**config.mk**
```make
export PLATFORM = sky130hd
export DESIGN_NAME = double_ended_queue
export DESIGN_NICKNAME = d
export VERILOG_FILES = /design/src/design/deq_pkg.sv /design/src/design/double_ended_queue.sv /design/src/design/deq_ram.sv /design/src/design/deq_ptr.sv
export SDC_FILE = /design/constraint.sdc
export NUM_CORES = 1
export LEC_CHECK = 0
export BUFFER_PORTS_ARGS = -buffer_cell sky130_fd_sc_hd__buf_4
export CAP_MARGIN = 5
export CORE_MARGIN = 10
export CORE_UTILIZATION = 50
export CTS_BUF_LIST = sky130_fd_sc_hd__clkbuf_8
export CTS_CLUSTER_DIAMETER = 30
export DETAILED_ROUTE_END_ITERATION = 6
export PLACE_DENSITY_LB_ADDON = 0.05
export SLEW_MARGIN = 20
export SYNTH_ARGS = -nofsm -noshare
export SYNTH_HDL_FRONTEND = slang
export SYNTH_SLANG_ARGS = --single-unit
```
**constraint.sdc**
```tcl
create_clock -name i_clk -period 11.92 [get_ports i_clk]
set_clock_uncertainty 0.05 [all_clocks]
set_input_delay 1.192 -clock i_clk [delete_from_list [all_inputs] [get_ports i_clk]]
set_output_delay 1.192 -clock i_clk [all_outputs]
set_load 0.05 [all_outputs]
```
**src/design/deq_pkg.sv**
```systemverilog
// Shared types and codes for the double-ended queue.
// Holds the request and response item layouts and the request and status codes.
// No dependencies.
`default_nettype none

package deq_pkg;

    localparam int REQ_W    = 3;
    localparam int VALUE_W  = 32;
    localparam int POS_W    = 4;
    localparam int STATUS_W = 2;
    localparam int OCC_W    = 5;

    // Request codes; the remaining codes of the field are no-ops.
    localparam logic [REQ_W-1:0] REQ_PUSH_FRONT = 3'd0;
    localparam logic [REQ_W-1:0] REQ_PUSH_BACK  = 3'd1;
    localparam logic [REQ_W-1:0] REQ_POP_FRONT  = 3'd2;
    localparam logic [REQ_W-1:0] REQ_POP_BACK   = 3'd3;
    localparam logic [REQ_W-1:0] REQ_OVERWRITE  = 3'd4;

    typedef logic [STATUS_W-1:0] t_status;

    localparam t_status ST_OK    = 2'd0;
    localparam t_status ST_EMPTY = 2'd1;
    localparam t_status ST_FULL  = 2'd2;
    localparam t_status ST_RANGE = 2'd3;

    typedef struct packed {
        logic [REQ_W-1:0]   req_type;
        logic [VALUE_W-1:0] value;
        logic [POS_W-1:0]   position;
    } t_req;

    typedef struct packed {
        logic [VALUE_W-1:0] popped;
        t_status            status;
        logic [OCC_W-1:0]   occupancy;
        logic [VALUE_W-1:0] front_value;
        logic [VALUE_W-1:0] back_value;
    } t_rsp;

    // Decoded outcome of one request, from the pointer logic to the datapath.
    typedef struct packed {
        t_status status;
        logic    take_front;
        logic    take_back;
        logic    wr_en;
    } t_step;

endpackage

`default_nettype wire

```
**src/design/double_ended_queue.sv**
```systemverilog
// Fixed-capacity double-ended queue on a circular buffer of DEPTH slots of WIDTH bits.
// One request per item (push front, push back, pop front, pop back, overwrite at
// a position), one response per request. The block takes one request every clock
// cycle while o_req_stall is low. An accepted request goes through the read stage,
// where the slot memory's registered reads give the new front and back, and then
// the output register. The rate is set by the slot memory, which takes one write
// and two reads per cycle. A popped value comes from the front and back values kept
// after the previous request, so no third read is needed. o_req_stall rises only
// while a response waits in the output register and the read stage behind it is full.
// Depends on deq_pkg, deq_ptr and deq_ram.
`default_nettype none

module double_ended_queue
    import deq_pkg::*;
#(
    parameter int DEPTH = 16,
    parameter int WIDTH = 32
) (
    input  wire logic i_clk,
    input  wire logic i_rst_n,
    input  wire logic i_req_valid,
    output logic      o_req_stall,
    input  wire t_req i_req,
    output logic      o_rsp_valid,
    input  wire logic i_rsp_stall,
    output t_rsp      o_rsp
);

    localparam int AW = $clog2(DEPTH);

    t_step            step;
    logic [AW-1:0]    wr_addr;
    logic [WIDTH-1:0] wr_data;
    logic [AW-1:0]    front_addr;
    logic [AW-1:0]    back_addr;
    logic [AW:0]      held_next;
    logic [WIDTH-1:0] rd_front;
    logic [WIDTH-1:0] rd_back;

    logic accept;
    logic wr_go;
    logic out_adv;
    logic b_adv;

    // Read stage: memory data plus what was decided at acceptance.
    logic             r_b_vld;
    t_status          r_b_status;
    logic [AW:0]      r_b_held;
    logic [31:0]      r_b_popped;
    logic             r_b_hit_f;
    logic             r_b_hit_b;
    logic [WIDTH-1:0] r_b_wdata;

    logic [WIDTH-1:0] r_cur_front;
    logic [WIDTH-1:0] r_cur_back;
    logic             r_o_vld;
    t_rsp             r_o_rsp;

    logic [WIDTH-1:0] b_front;
    logic [WIDTH-1:0] b_back;
    logic [WIDTH-1:0] cur_front;
    logic [WIDTH-1:0] cur_back;
    logic [31:0]      n_popped;
    logic [AW+5:0]    occ_w;
    t_rsp             n_rsp;

    function automatic logic [31:0] to_out(input logic [WIDTH-1:0] d);
        logic [WIDTH+31:0] t;
        t = (WIDTH+32)'(d);
        return t[31:0];
    endfunction

    assign out_adv     = !r_o_vld || !i_rsp_stall;
    assign b_adv       = r_b_vld && out_adv;
    assign o_req_stall = r_b_vld && !out_adv;
    assign accept      = i_req_valid && !o_req_stall;
    assign wr_go       = accept && step.wr_en;

    deq_ptr #(
        .DEPTH (DEPTH),
        .WIDTH (WIDTH)
    ) u_ptr (
        .i_clk        (i_clk),
        .i_rst_n      (i_rst_n),
        .i_req        (i_req),
        .i_accept     (accept),
        .o_step       (step),
        .o_wr_addr    (wr_addr),
        .o_wr_data    (wr_data),
        .o_front_addr (front_addr),
        .o_back_addr  (back_addr),
        .o_held_next  (held_next)
    );

    deq_ram #(
        .WIDTH (WIDTH),
        .DEPTH (DEPTH)
    ) u_slots (
        .i_clk       (i_clk),
        .i_wr_en     (wr_go),
        .i_wr_addr   (wr_addr),
        .i_wr_data   (wr_data),
        .i_rd_en     (accept),
        .i_rd_addr_a (front_addr),
        .i_rd_addr_b (back_addr),
        .o_rd_data_a (rd_front),
        .o_rd_data_b (rd_back)
    );

    // The memory returns old data on a same-cycle write, so forward the write.
    assign b_front = r_b_hit_f ? r_b_wdata : rd_front;
    assign b_back  = r_b_hit_b ? r_b_wdata : rd_back;

    // Front and back after the most recently accepted request.
    assign cur_front = r_b_vld ? b_front : r_cur_front;
    assign cur_back  = r_b_vld ? b_back : r_cur_back;

    always_comb begin
        n_popped = '0;
        if (step.take_front) begin
            n_popped = to_out(cur_front);
        end else if (step.take_back) begin
            n_popped = to_out(cur_back);
        end
    end

    assign occ_w = (AW+6)'(r_b_held);

    always_comb begin
        n_rsp.popped    = r_b_popped;
        n_rsp.status    = r_b_status;
        n_rsp.occupancy = occ_w[OCC_W-1:0];
        if (r_b_held == '0) begin
            n_rsp.front_value = '0;
            n_rsp.back_value  = '0;
        end else begin
            n_rsp.front_value = to_out(b_front);
            n_rsp.back_value  = to_out(b_back);
        end
    end

    always_ff @(posedge i_clk) begin
        if (!i_rst_n) begin
            r_b_vld <= 1'b0;
            r_o_vld <= 1'b0;
        end else begin
            if (accept) begin
                r_b_vld <= 1'b1;
            end else if (b_adv) begin
                r_b_vld <= 1'b0;
            end
            if (b_adv) begin
                r_o_vld <= 1'b1;
            end else if (!i_rsp_stall) begin
                r_o_vld <= 1'b0;
            end
        end
    end

    always_ff @(posedge i_clk) begin
        if (accept) begin
            r_b_status <= step.status;
            r_b_held   <= held_next;
            r_b_popped <= n_popped;
            r_b_hit_f  <= wr_go && (wr_addr == front_addr);
            r_b_hit_b  <= wr_go && (wr_addr == back_addr);
            r_b_wdata  <= wr_data;
        end
        if (r_b_vld) begin
            r_cur_front <= b_front;
            r_cur_back  <= b_back;
        end
        if (b_adv) begin
            r_o_rsp <= n_rsp;
        end
    end

    assign o_rsp_valid = r_o_vld;
    assign o_rsp       = r_o_rsp;

    a_b_hold: assert property (@(posedge i_clk) disable iff (!i_rst_n)
        r_b_vld && !out_adv |=> r_b_vld && $stable(r_b_held) && $stable(r_b_status))
        else $error("read stage changed while its response was blocked");

    a_full_count: assert property (@(posedge i_clk) disable iff (!i_rst_n)
        r_b_vld && (r_b_status == ST_FULL) |-> r_b_held == (AW+1)'(DEPTH))
        else $error("full status with room left in the queue");

    a_empty_count: assert property (@(posedge i_clk) disable iff (!i_rst_n)
        r_b_vld && (r_b_status == ST_EMPTY) |-> r_b_held == '0)
        else $error("empty status on a non-empty queue");

    a_accept_fill: assert property (@(posedge i_clk) disable iff (!i_rst_n)
        accept |=> r_b_vld)
        else $error("accepted item did not reach the read stage");

endmodule

`default_nettype wire

```
**src/design/deq_ram.sv**
```systemverilog
// Generic RAM with one write port and two registered read ports.
// A read at the address being written returns the old contents.
// No dependencies.
`default_nettype none

module deq_ram #(
    parameter int WIDTH = 32,
    parameter int DEPTH = 16,
    localparam int AW   = $clog2(DEPTH)
) (
    input  wire logic             i_clk,
    input  wire logic             i_wr_en,
    input  wire logic [AW-1:0]    i_wr_addr,
    input  wire logic [WIDTH-1:0] i_wr_data,
    input  wire logic             i_rd_en,
    input  wire logic [AW-1:0]    i_rd_addr_a,
    input  wire logic [AW-1:0]    i_rd_addr_b,
    output logic      [WIDTH-1:0] o_rd_data_a,
    output logic      [WIDTH-1:0] o_rd_data_b
);

    logic [WIDTH-1:0] r_mem [DEPTH];
    logic [WIDTH-1:0] r_rd_a;
    logic [WIDTH-1:0] r_rd_b;

    always_ff @(posedge i_clk) begin
        if (i_wr_en) begin
            r_mem[i_wr_addr] <= i_wr_data;
        end
        if (i_rd_en) begin
            r_rd_a <= r_mem[i_rd_addr_a];
            r_rd_b <= r_mem[i_rd_addr_b];
        end
    end

    assign o_rd_data_a = r_rd_a;
    assign o_rd_data_b = r_rd_b;

endmodule

`default_nettype wire

```
**src/design/deq_ptr.sv**
```systemverilog
// Head pointer and element count of the queue, with request decode.
// Produces the slot write and the slot addresses of the new front and back.
// Depends on deq_pkg.
`default_nettype none

module deq_ptr
    import deq_pkg::*;
#(
    parameter int DEPTH = 16,
    parameter int WIDTH = 32,
    localparam int AW   = $clog2(DEPTH)
) (
    input  wire logic             i_clk,
    input  wire logic             i_rst_n,
    input  wire t_req             i_req,
    input  wire logic             i_accept,
    output t_step                 o_step,
    output logic      [AW-1:0]    o_wr_addr,
    output logic      [WIDTH-1:0] o_wr_data,
    output logic      [AW-1:0]    o_front_addr,
    output logic      [AW-1:0]    o_back_addr,
    output logic      [AW:0]      o_held_next
);

    logic [AW-1:0] r_head;
    logic [AW:0]   r_held;
    logic [AW-1:0] n_head;
    logic [AW:0]   n_held;

    logic                  full;
    logic                  empty;
    logic [AW+4:0]         pos_w;
    logic [AW+4:0]         held_w;
    logic [WIDTH+31:0]     value_w;
    t_step                 step;
    logic [AW-1:0]         wr_addr;

    // Slot of the element at offset off from base; both stay below DEPTH.
    function automatic logic [AW-1:0] slot_at(input logic [AW-1:0] base,
                                              input logic [AW:0] off);
        logic [AW:0] sum;
        sum = {1'b0, base} + off;
        if (sum >= (AW+1)'(DEPTH)) begin
            sum = sum - (AW+1)'(DEPTH);
        end
        return sum[AW-1:0];
    endfunction

    assign full    = (r_held == (AW+1)'(DEPTH));
    assign empty   = (r_held == '0);
    assign pos_w   = (AW+5)'(i_req.position);
    assign held_w  = (AW+5)'(r_held);
    assign value_w = (WIDTH+32)'(i_req.value);

    always_comb begin
        n_head          = r_head;
        n_held          = r_held;
        wr_addr         = r_head;
        step.status     = ST_OK;
        step.take_front = 1'b0;
        step.take_back  = 1'b0;
        step.wr_en      = 1'b0;
        unique case (i_req.req_type)
            REQ_PUSH_FRONT: begin
                if (full) begin
                    step.status = ST_FULL;
                end else begin
                    n_head     = (r_head == '0) ? AW'(DEPTH - 1) : r_head - 1'b1;
                    wr_addr    = n_head;
                    step.wr_en = 1'b1;
                    n_held     = r_held + 1'b1;
                end
            end
            REQ_PUSH_BACK: begin
                if (full) begin
                    step.status = ST_FULL;
                end else begin
                    wr_addr    = slot_at(r_head, r_held);
                    step.wr_en = 1'b1;
                    n_held     = r_held + 1'b1;
                end
            end
            REQ_POP_FRONT: begin
                if (empty) begin
                    step.status = ST_EMPTY;
                end else begin
                    step.take_front = 1'b1;
                    n_head          = slot_at(r_head, (AW+1)'(1));
                    n_held          = r_held - 1'b1;
                end
            end
            REQ_POP_BACK: begin
                if (empty) begin
                    step.status = ST_EMPTY;
                end else begin
                    step.take_back = 1'b1;
                    n_held         = r_held - 1'b1;
                end
            end
            REQ_OVERWRITE: begin
                if (pos_w >= held_w) begin
                    step.status = ST_RANGE;
                end else begin
                    wr_addr    = slot_at(r_head, pos_w[AW:0]);
                    step.wr_en = 1'b1;
                end
            end
            default: begin
            end
        endcase
    end

    always_ff @(posedge i_clk) begin
        if (!i_rst_n) begin
            r_head <= '0;
            r_held <= '0;
        end else if (i_accept) begin
            r_head <= n_head;
            r_held <= n_held;
        end
    end

    assign o_step       = step;
    assign o_wr_addr    = wr_addr;
    assign o_wr_data    = value_w[WIDTH-1:0];
    assign o_front_addr = n_head;
    // Meaningless when the queue ends up empty; the response zeroes it then.
    assign o_back_addr  = slot_at(n_head, n_held - 1'b1);
    assign o_held_next  = n_held;

    a_held_bound: assert property (@(posedge i_clk) disable iff (!i_rst_n)
        r_held <= (AW+1)'(DEPTH))
        else $error("element count exceeds capacity");

    a_pop_count: assert property (@(posedge i_clk) disable iff (!i_rst_n)
        i_accept && (step.take_front || step.take_back)
        |=> r_held == $past(r_held) - 1'b1)
        else $error("successful pop did not decrement the count");

endmodule

`default_nettype wire

```
== After elaboration in Yosys (flattened, before gate mapping) ==
Memories as Yosys holds them, arrays and structs flattened. A register that Yosys moved wholly into a read port is not among the register bits.
Cells that the tools add are included.

* Register bits: 251
* Bits in writable memories: 512
* Output and inout bits: 105
* Memories: 1

{| class="wikitable"
|+ Memory list
! name !! words !! bits a word !! rd ports !! clocked after Yosys merged registers in !! wr ports !! line !! text
|-
| u_slots.r_mem || 16 || 32 || 2 || 2 || 1 || deq_ram.sv:22 || <nowiki>logic [WIDTH-1:0] r_mem [DEPTH];</nowiki>
|}

* Add/sub/neg operators: 12
* Order comparisons: 5
* Equality and inequality tests: 8
* Muxes and demuxes: 36
* Reductions and logical operators: 18

{| class="wikitable"
|+ Operators with widths
! operator !! count
|-
| 32-bit two-way mux || 6
|-
| 4-bit two-way mux || 9
|-
| 5-bit >= comparator, second input constant || 4
|-
| 4-bit by 1-bit subtractor with 4-bit output, second input constant || 5
|-
| 1-bit two-way mux || 12
|-
| 4-bit case mux with 3 select lines || 1
|-
| 4-bit by 5-bit adder with 5-bit output || 2
|-
| 5-bit logical NOT || 2
|-
| 5-bit two-way mux || 2
|-
| 5-bit case mux with 2 select lines || 1
|-
| 5-bit by 1-bit subtractor with 5-bit output, second input constant || 2
|-
| 4-bit == test || 2
|-
| 4-bit case mux with 2 select lines || 1
|-
| 3-bit by 2-bit == test with 1-bit output, second input constant || 2
|-
| 1-bit logical AND || 6
|-
| 2-bit case mux with 3 select lines || 1
|-
| 4-bit by 1-bit adder with 5-bit output, second input constant || 1
|-
| 4-bit by 4-bit adder with 5-bit output || 1
|-
| 5-bit by 1-bit adder with 5-bit output, second input constant || 1
|-
| 5-bit == test, second input constant || 1
|-
| 4-bit by 5-bit >= comparator with 1-bit output || 1
|-
| 1-bit logical NOT || 4
|-
| 4-bit logical NOT || 1
|-
| 2-bit two-way mux || 2
|-
| other kinds (8) || 9
|}

== Depth between registers and ports, before layout ==
* Word-level depth: 10
* Mapped depth: 22
* Gate-level depth less buffers: 17

== Hierarchy ==
Synthesis repeated with hierarchy kept, for this count alone.

* Cells, all modules: 2012
* Area, all modules: 35671.7 um2

{| class="wikitable"
|+ Modules (own cells, without submodules)
! module !! instances !! cells each !! area each (um2) !! seq. area each (um2)
|-
| deq_ram || 1 || 1141 || 24828.8 || 17296.6
|-
| double_ended_queue || 1 || 622 || 8993.6 || 6606.3
|-
| deq_ptr || 1 || 249 || 1849.3 || 180.2
|}

== Worst setup path before layout ==
OpenSTA, ideal clock, no wires.

* Path type: input to register
* From: input i_rsp_stall
* To: register r_o_rsp (netlist bit o_rsp[0]) (enable)
* Setup time: 0.721 ns
* Arrival time: 8.654 ns
* Required time: 11.149 ns
* Slack: 2.495 ns
* Stages: 1
* Path buffers: 0
* Cells stage by stage: a21boi_0

* Word-level cells in the longest chain between the ends: 3

{| class="wikitable"
|+ Ends and longest elaborated chain
! what !! line !! text
|-
| start: declaration || double_ended_queue.sv:25 || <nowiki>input wire logic i_rsp_stall,</nowiki>
|-
| 1-bit logical NOT || n/a ||
|-
| 1-bit logical OR || double_ended_queue.sv:73 || <nowiki>assign out_adv = !r_o_vld || !i_rsp_stall;</nowiki>
|-
| 1-bit logical AND || double_ended_queue.sv:74 || <nowiki>assign b_adv = r_b_vld && out_adv;</nowiki>
|-
| end signal: assignment || double_ended_queue.sv:174 || <nowiki>r_o_rsp <= n_rsp;</nowiki>
|-
| end: declaration || double_ended_queue.sv:57 || <nowiki>t_rsp r_o_rsp;</nowiki>
|}

Every way passes these cells.
A chain may end at the register's enable or synchronous reset.

== Worst setup path in the final report ==
* From: register u_ptr.r_head[1]
* To: register u_slots.r_rd_b[26], in the netlist u_slots.o_rd_data_b[26], read port of u_slots.r_mem, data pin

* Word-level cells in the longest chain between the ends: 8
* Elaborated cells on any way between the ends: 14
* Classes of those cells: 5 x add/sub; 2 x order compare; 6 x mux; 1 x reduce/logical

{| class="wikitable"
|+ Ends and longest elaborated chain
! what !! line !! text
|-
| start: declaration || deq_ptr.sv:25 || <nowiki>logic [AW-1:0] r_head;</nowiki>
|-
| start signal: assignment || deq_ptr.sv:118 || <nowiki>r_head <= n_head;</nowiki>
|-
| 4-bit by 1-bit adder with 5-bit output || deq_ptr.sv:42 || <nowiki>sum = {1'b0, base} + off;</nowiki>
|-
| 4-bit by 1-bit subtractor with 4-bit output or 5-bit >= comparator (tied branches) || deq_ptr.sv:44, deq_ptr.sv:43 ||
|-
| 4-bit two-way mux || deq_ptr.sv:43 || <nowiki>if (sum >= (AW+1)'(DEPTH)) begin</nowiki>
|-
| 4-bit two-way mux || deq_ptr.sv:84 || <nowiki>if (empty) begin</nowiki>
|-
| 4-bit case mux with 2 select lines (*) || deq_ptr.sv:63 || <nowiki>unique case (i_req.req_type)</nowiki>
|-
| 4-bit by 5-bit adder with 5-bit output (*) || deq_ptr.sv:42 ||
|-
| 4-bit by 1-bit subtractor with 4-bit output or 5-bit >= comparator (tied branches) || deq_ptr.sv:44, deq_ptr.sv:43 ||
|-
| 4-bit two-way mux (*) || deq_ptr.sv:43 ||
|-
| end: declaration || deq_ram.sv:24 || <nowiki>logic [WIDTH-1:0] r_rd_b;</nowiki>
|}

Mark *: on every way between the ends. The rest lies on a longest branch, timed or not.

==> results.sh <==
export IMPL_status="completed"
export IMPL_maxSlewViolCount=0
export IMPL_clk_transition_reported_paths_ps=60
export IMPL_cts_htree_levels=4
export IMPL_critical_path_arrival_ps=6850
export IMPL_die_area_um2=85000
export IMPL_grt_remaining_overflow=0
export IMPL_rsz0062_at_grt="false"
export IMPL_mostFrequentLayoutCell="edfxtp_1"
export IMPL_critical_path_required_ps=12370
export IMPL_tritoncts_num_buffers=160
export IMPL_ys_warn_count=0
export IMPL_number_of_antenna_violations_at_the_first_check_in_global_routing=4
export IMPL_ys_types=72
export IMPL_preCtsSetupSlack_ps=5310
export IMPL_setup_tns_final_ps=0
export IMPL_grt_pass1_vias=23015
export IMPL_ys_seq_elements=827
export IMPL_num_io_pins=148
export IMPL_p_total_mw=8.33
export IMPL_library_cell_with_the_largest_summed_area_after_synthesis="edfxtp_1"
export IMPL_dp_hpwl_um=56400
export IMPL_synthesis_nets=2483
export IMPL_async_sr_flop_fraction_pct=0
export IMPL_drv_cap=0
export IMPL_clock_sinks=827
export IMPL_number_of_nets_with_antenna_violations_after_routing=0
export IMPL_total_setup_violations_reported_at_the_end_of_the_flow=0
export IMPL_layout_area_seq_um2=24100
export IMPL_cp_slowest_stage_delay_ps=750
export IMPL_post_cts_setup_buffer_count=0
export IMPL_groute_usage_overall_pct=23.0
export IMPL_die_width_um=292
export IMPL_cell_type_group_with_the_largest_total_delay_on_the_critical_path="buffers and inverters"
export IMPL_port_buffers=147
export IMPL_fmax_ghz=0.156
export IMPL_grt_max_degree=163
export IMPL_clkLatencyLatePin_ps=800
export IMPL_finalCriticalPeriod_ps=6400
export IMPL_fin_nets=2647
export IMPL_length_of_the_first_detailed_routing_pass_in_iterations=6
export IMPL_synth_largest_type_area_fraction_pct=61.3
export IMPL_cts_resized_gates=0
export IMPL_clockRootBuffer="clkbuf_8"
export IMPL_cts_hold_repair_buffers=0
export IMPL_viasPerCell=6.13
export IMPL_floorplan_core_area_um2=73000
export IMPL_crit_path_top_delay_cell="buf_4"
export IMPL_timing_max_slew_rel_slack_pct=29.6
export IMPL_drc=0
export IMPL_p_per_area_nw_per_um2=197
export IMPL_initial_utilization_pct=50.5
export IMPL_critical_path_peak_fanout=39
export IMPL_fraction_of_final_layout_cells_with_drive_strength_greater_than_1_pct=24.4
export IMPL_postLayoutSetupSlackWorst_ps=5520
export IMPL_vias=22563
export IMPL_postSynthAreaPerCell_um2=15.2
export IMPL_leakagePower_nw=15.0
export IMPL_totalWireLength_um=99200
export IMPL_multi_input_comb_area_um2=12100
export IMPL_peakVddDrop_uv=131
export IMPL_drt_iter0_markers=2368
export IMPL_rrSetupSlack_ps=5520
export IMPL_worst_pin_slew_ps=1060
export IMPL_crit_type="register to register"
export IMPL_cts_max_path_buffers=3
export IMPL_critical_path_top_cell_by_count="inv_1"
export IMPL_part_of_the_yosys_area_used_for_sequential_elements_pct=65.3
export IMPL_ys_flop_type="edfxtp_1"
export IMPL_areaGrowthSynthToFinish_pct=15.0
export IMPL_synth_area_um2=36900
export IMPL_min_period_over_period_pct=53.7
export IMPL_synthesis_instances=2418
export IMPL_critPathLaunchType="register"
export IMPL_final_cell_mix="752 x edfxtp_1, 323 x mux2i_1, 190 x buf_4"
export IMPL_synth_edff_count=752
export IMPL_clock_tree_from_tritoncts="done"
export IMPL_post_drt_wl_per_cell_um=27.0
export IMPL_hold_wc_path_type="register to register"
export IMPL_crit_path_end_kind="register"
export IMPL_yosys_top_cells_area="edfxtp_1 61%, mux2i_1 8.8%, mux4_2 7.8%"
export IMPL_finalWeightedCongestion=0.840
export IMPL_first_pass_grt_wire_length_um=148000
export IMPL_die_h_um=292
export IMPL_fillCellCount=5746
export IMPL_floorplan_rows=99
export IMPL_path_buf_inv=6
export IMPL_cp_cell_sequence="inv_1, ha_1, or3b_2, mux2i_1, a211o_4, inv_1, ha_1, inv_1, ha_4, inv_1, fa_2, xnor2_1, xnor2_1, xnor2_4, buf_4, buf_4, mux2i_1, mux2i_1"
export IMPL_hold_viol_final=0
-- power by group --
group	switching (mW)	total (mW)	internal, mW
clock network	1.23	2.96	1.73
logic	1.12	1.87	0.751
registers	0.0704	3.50	3.43
-- flip-flops by register name, summed over array words and instances (netlist names), 32 cells and up --
name and flops:
o_rsp 103, r_b_popped 32, r_b_wdata 32, r_cur_back 32, r_cur_front 32, u_slots.o_rd_data_a 32, u_slots.o_rd_data_b 32, u_slots.r_mem 512
-- layout make-up --
cell class                      count  area share [%]
Antenna cell                        2          0.0118
Clock buffer                      170            5.52
Clock inverter                    128            2.58
Inverter                           22           0.207
Multi-Input combinational cell   1378            28.5
Sequential cell                   827            56.8
Tap cell                          959            2.83
Timing Repair Buffer              193            3.51
-- worst reg2reg max path: cells and delay by family (launching register included) --
family / cells / cell delay, ps
AO/OA/AOI/OAI: 1 / 570
XOR/XNOR: 3 / 650
adder cells (fa/ha/maj): 4 / 1210
buffers and inverters: 6 / 1930
flip-flops: 1 / 670
multiplexers: 3 / 610
AND/OR/NAND/NOR: 1 / 460
-- routing by layer --
metal	global-route usage, %	wire (um)
met5	0	34
met4	8.02	2540
met3	5.37	7280
met2	35.9	46100
met1	31.3	43200
-- worst paths after layout --
check                        from                       to  cells past startpoint
setup reg to reg  u_ptr.r_head[1]  u_slots.o_rd_data_b[26]                     18
hold reg to reg    r_b_popped[12]                o_rsp[83]                      0
hold / removal     r_b_popped[12]                o_rsp[83]                      0
setup / recovery  u_ptr.r_head[1]  u_slots.o_rd_data_b[26]                     18
-- logic make-up (layout without fill, tap and decap cells) --
group / Yosys count / in the layout / share of synthesized area [%]
DFF: 827 / 827 / 65.3
AOI/OAI and AO/OA: 357 / 357 / 6.56
and+or+nand+nor: 469 / 469 / 5.88
xor gates and xnor gates: 15 / 15 / 0.377
muxes: 515 / 515 / 18.5
other: 0 / 2 / 0
adders and majority gates: 22 / 22 / 0.808
buffers and inverters: 213 / 513 / 2.49
-- cell usage after synthesis (21+ instances only) --
master     number
mux2i_1       323
clkbuf_1      137
mux4_2        128
nor2b_1        39
nand3_1       136
nand2_1        94
mux2_2         63
o21ai_0        76
nor2_1        158
o2111ai_1      32
dfxtp_1        75
a41o_1         32
a21oi_1        77
edfxtp_1      752
inv_1          21
o211ai_1       65
a31oi_1        37
buf_2          32
-- through the flow --
| stage | cell area, um^2 | util [%] | cells | hold slack (ps) |
|---|---|---|---|---|
| 3_3_place_gp | 39000 | 53.4 | 3379 | 353 |
| 2_1_floorplan | 36900 | - | 2418 | 350 |
| 5_1_grt | 42400 | 58.1 | 3679 | 373 |
| 6_report | 42400 | 58.1 | 3679 | 363 |
| 3_5_place_dp | 39000 | 53.4 | 3379 | 355 |
| 4_1_cts | 42400 | 58.1 | 3677 | 362 |
No activity file was read; power rests on OpenSTA's default activity.
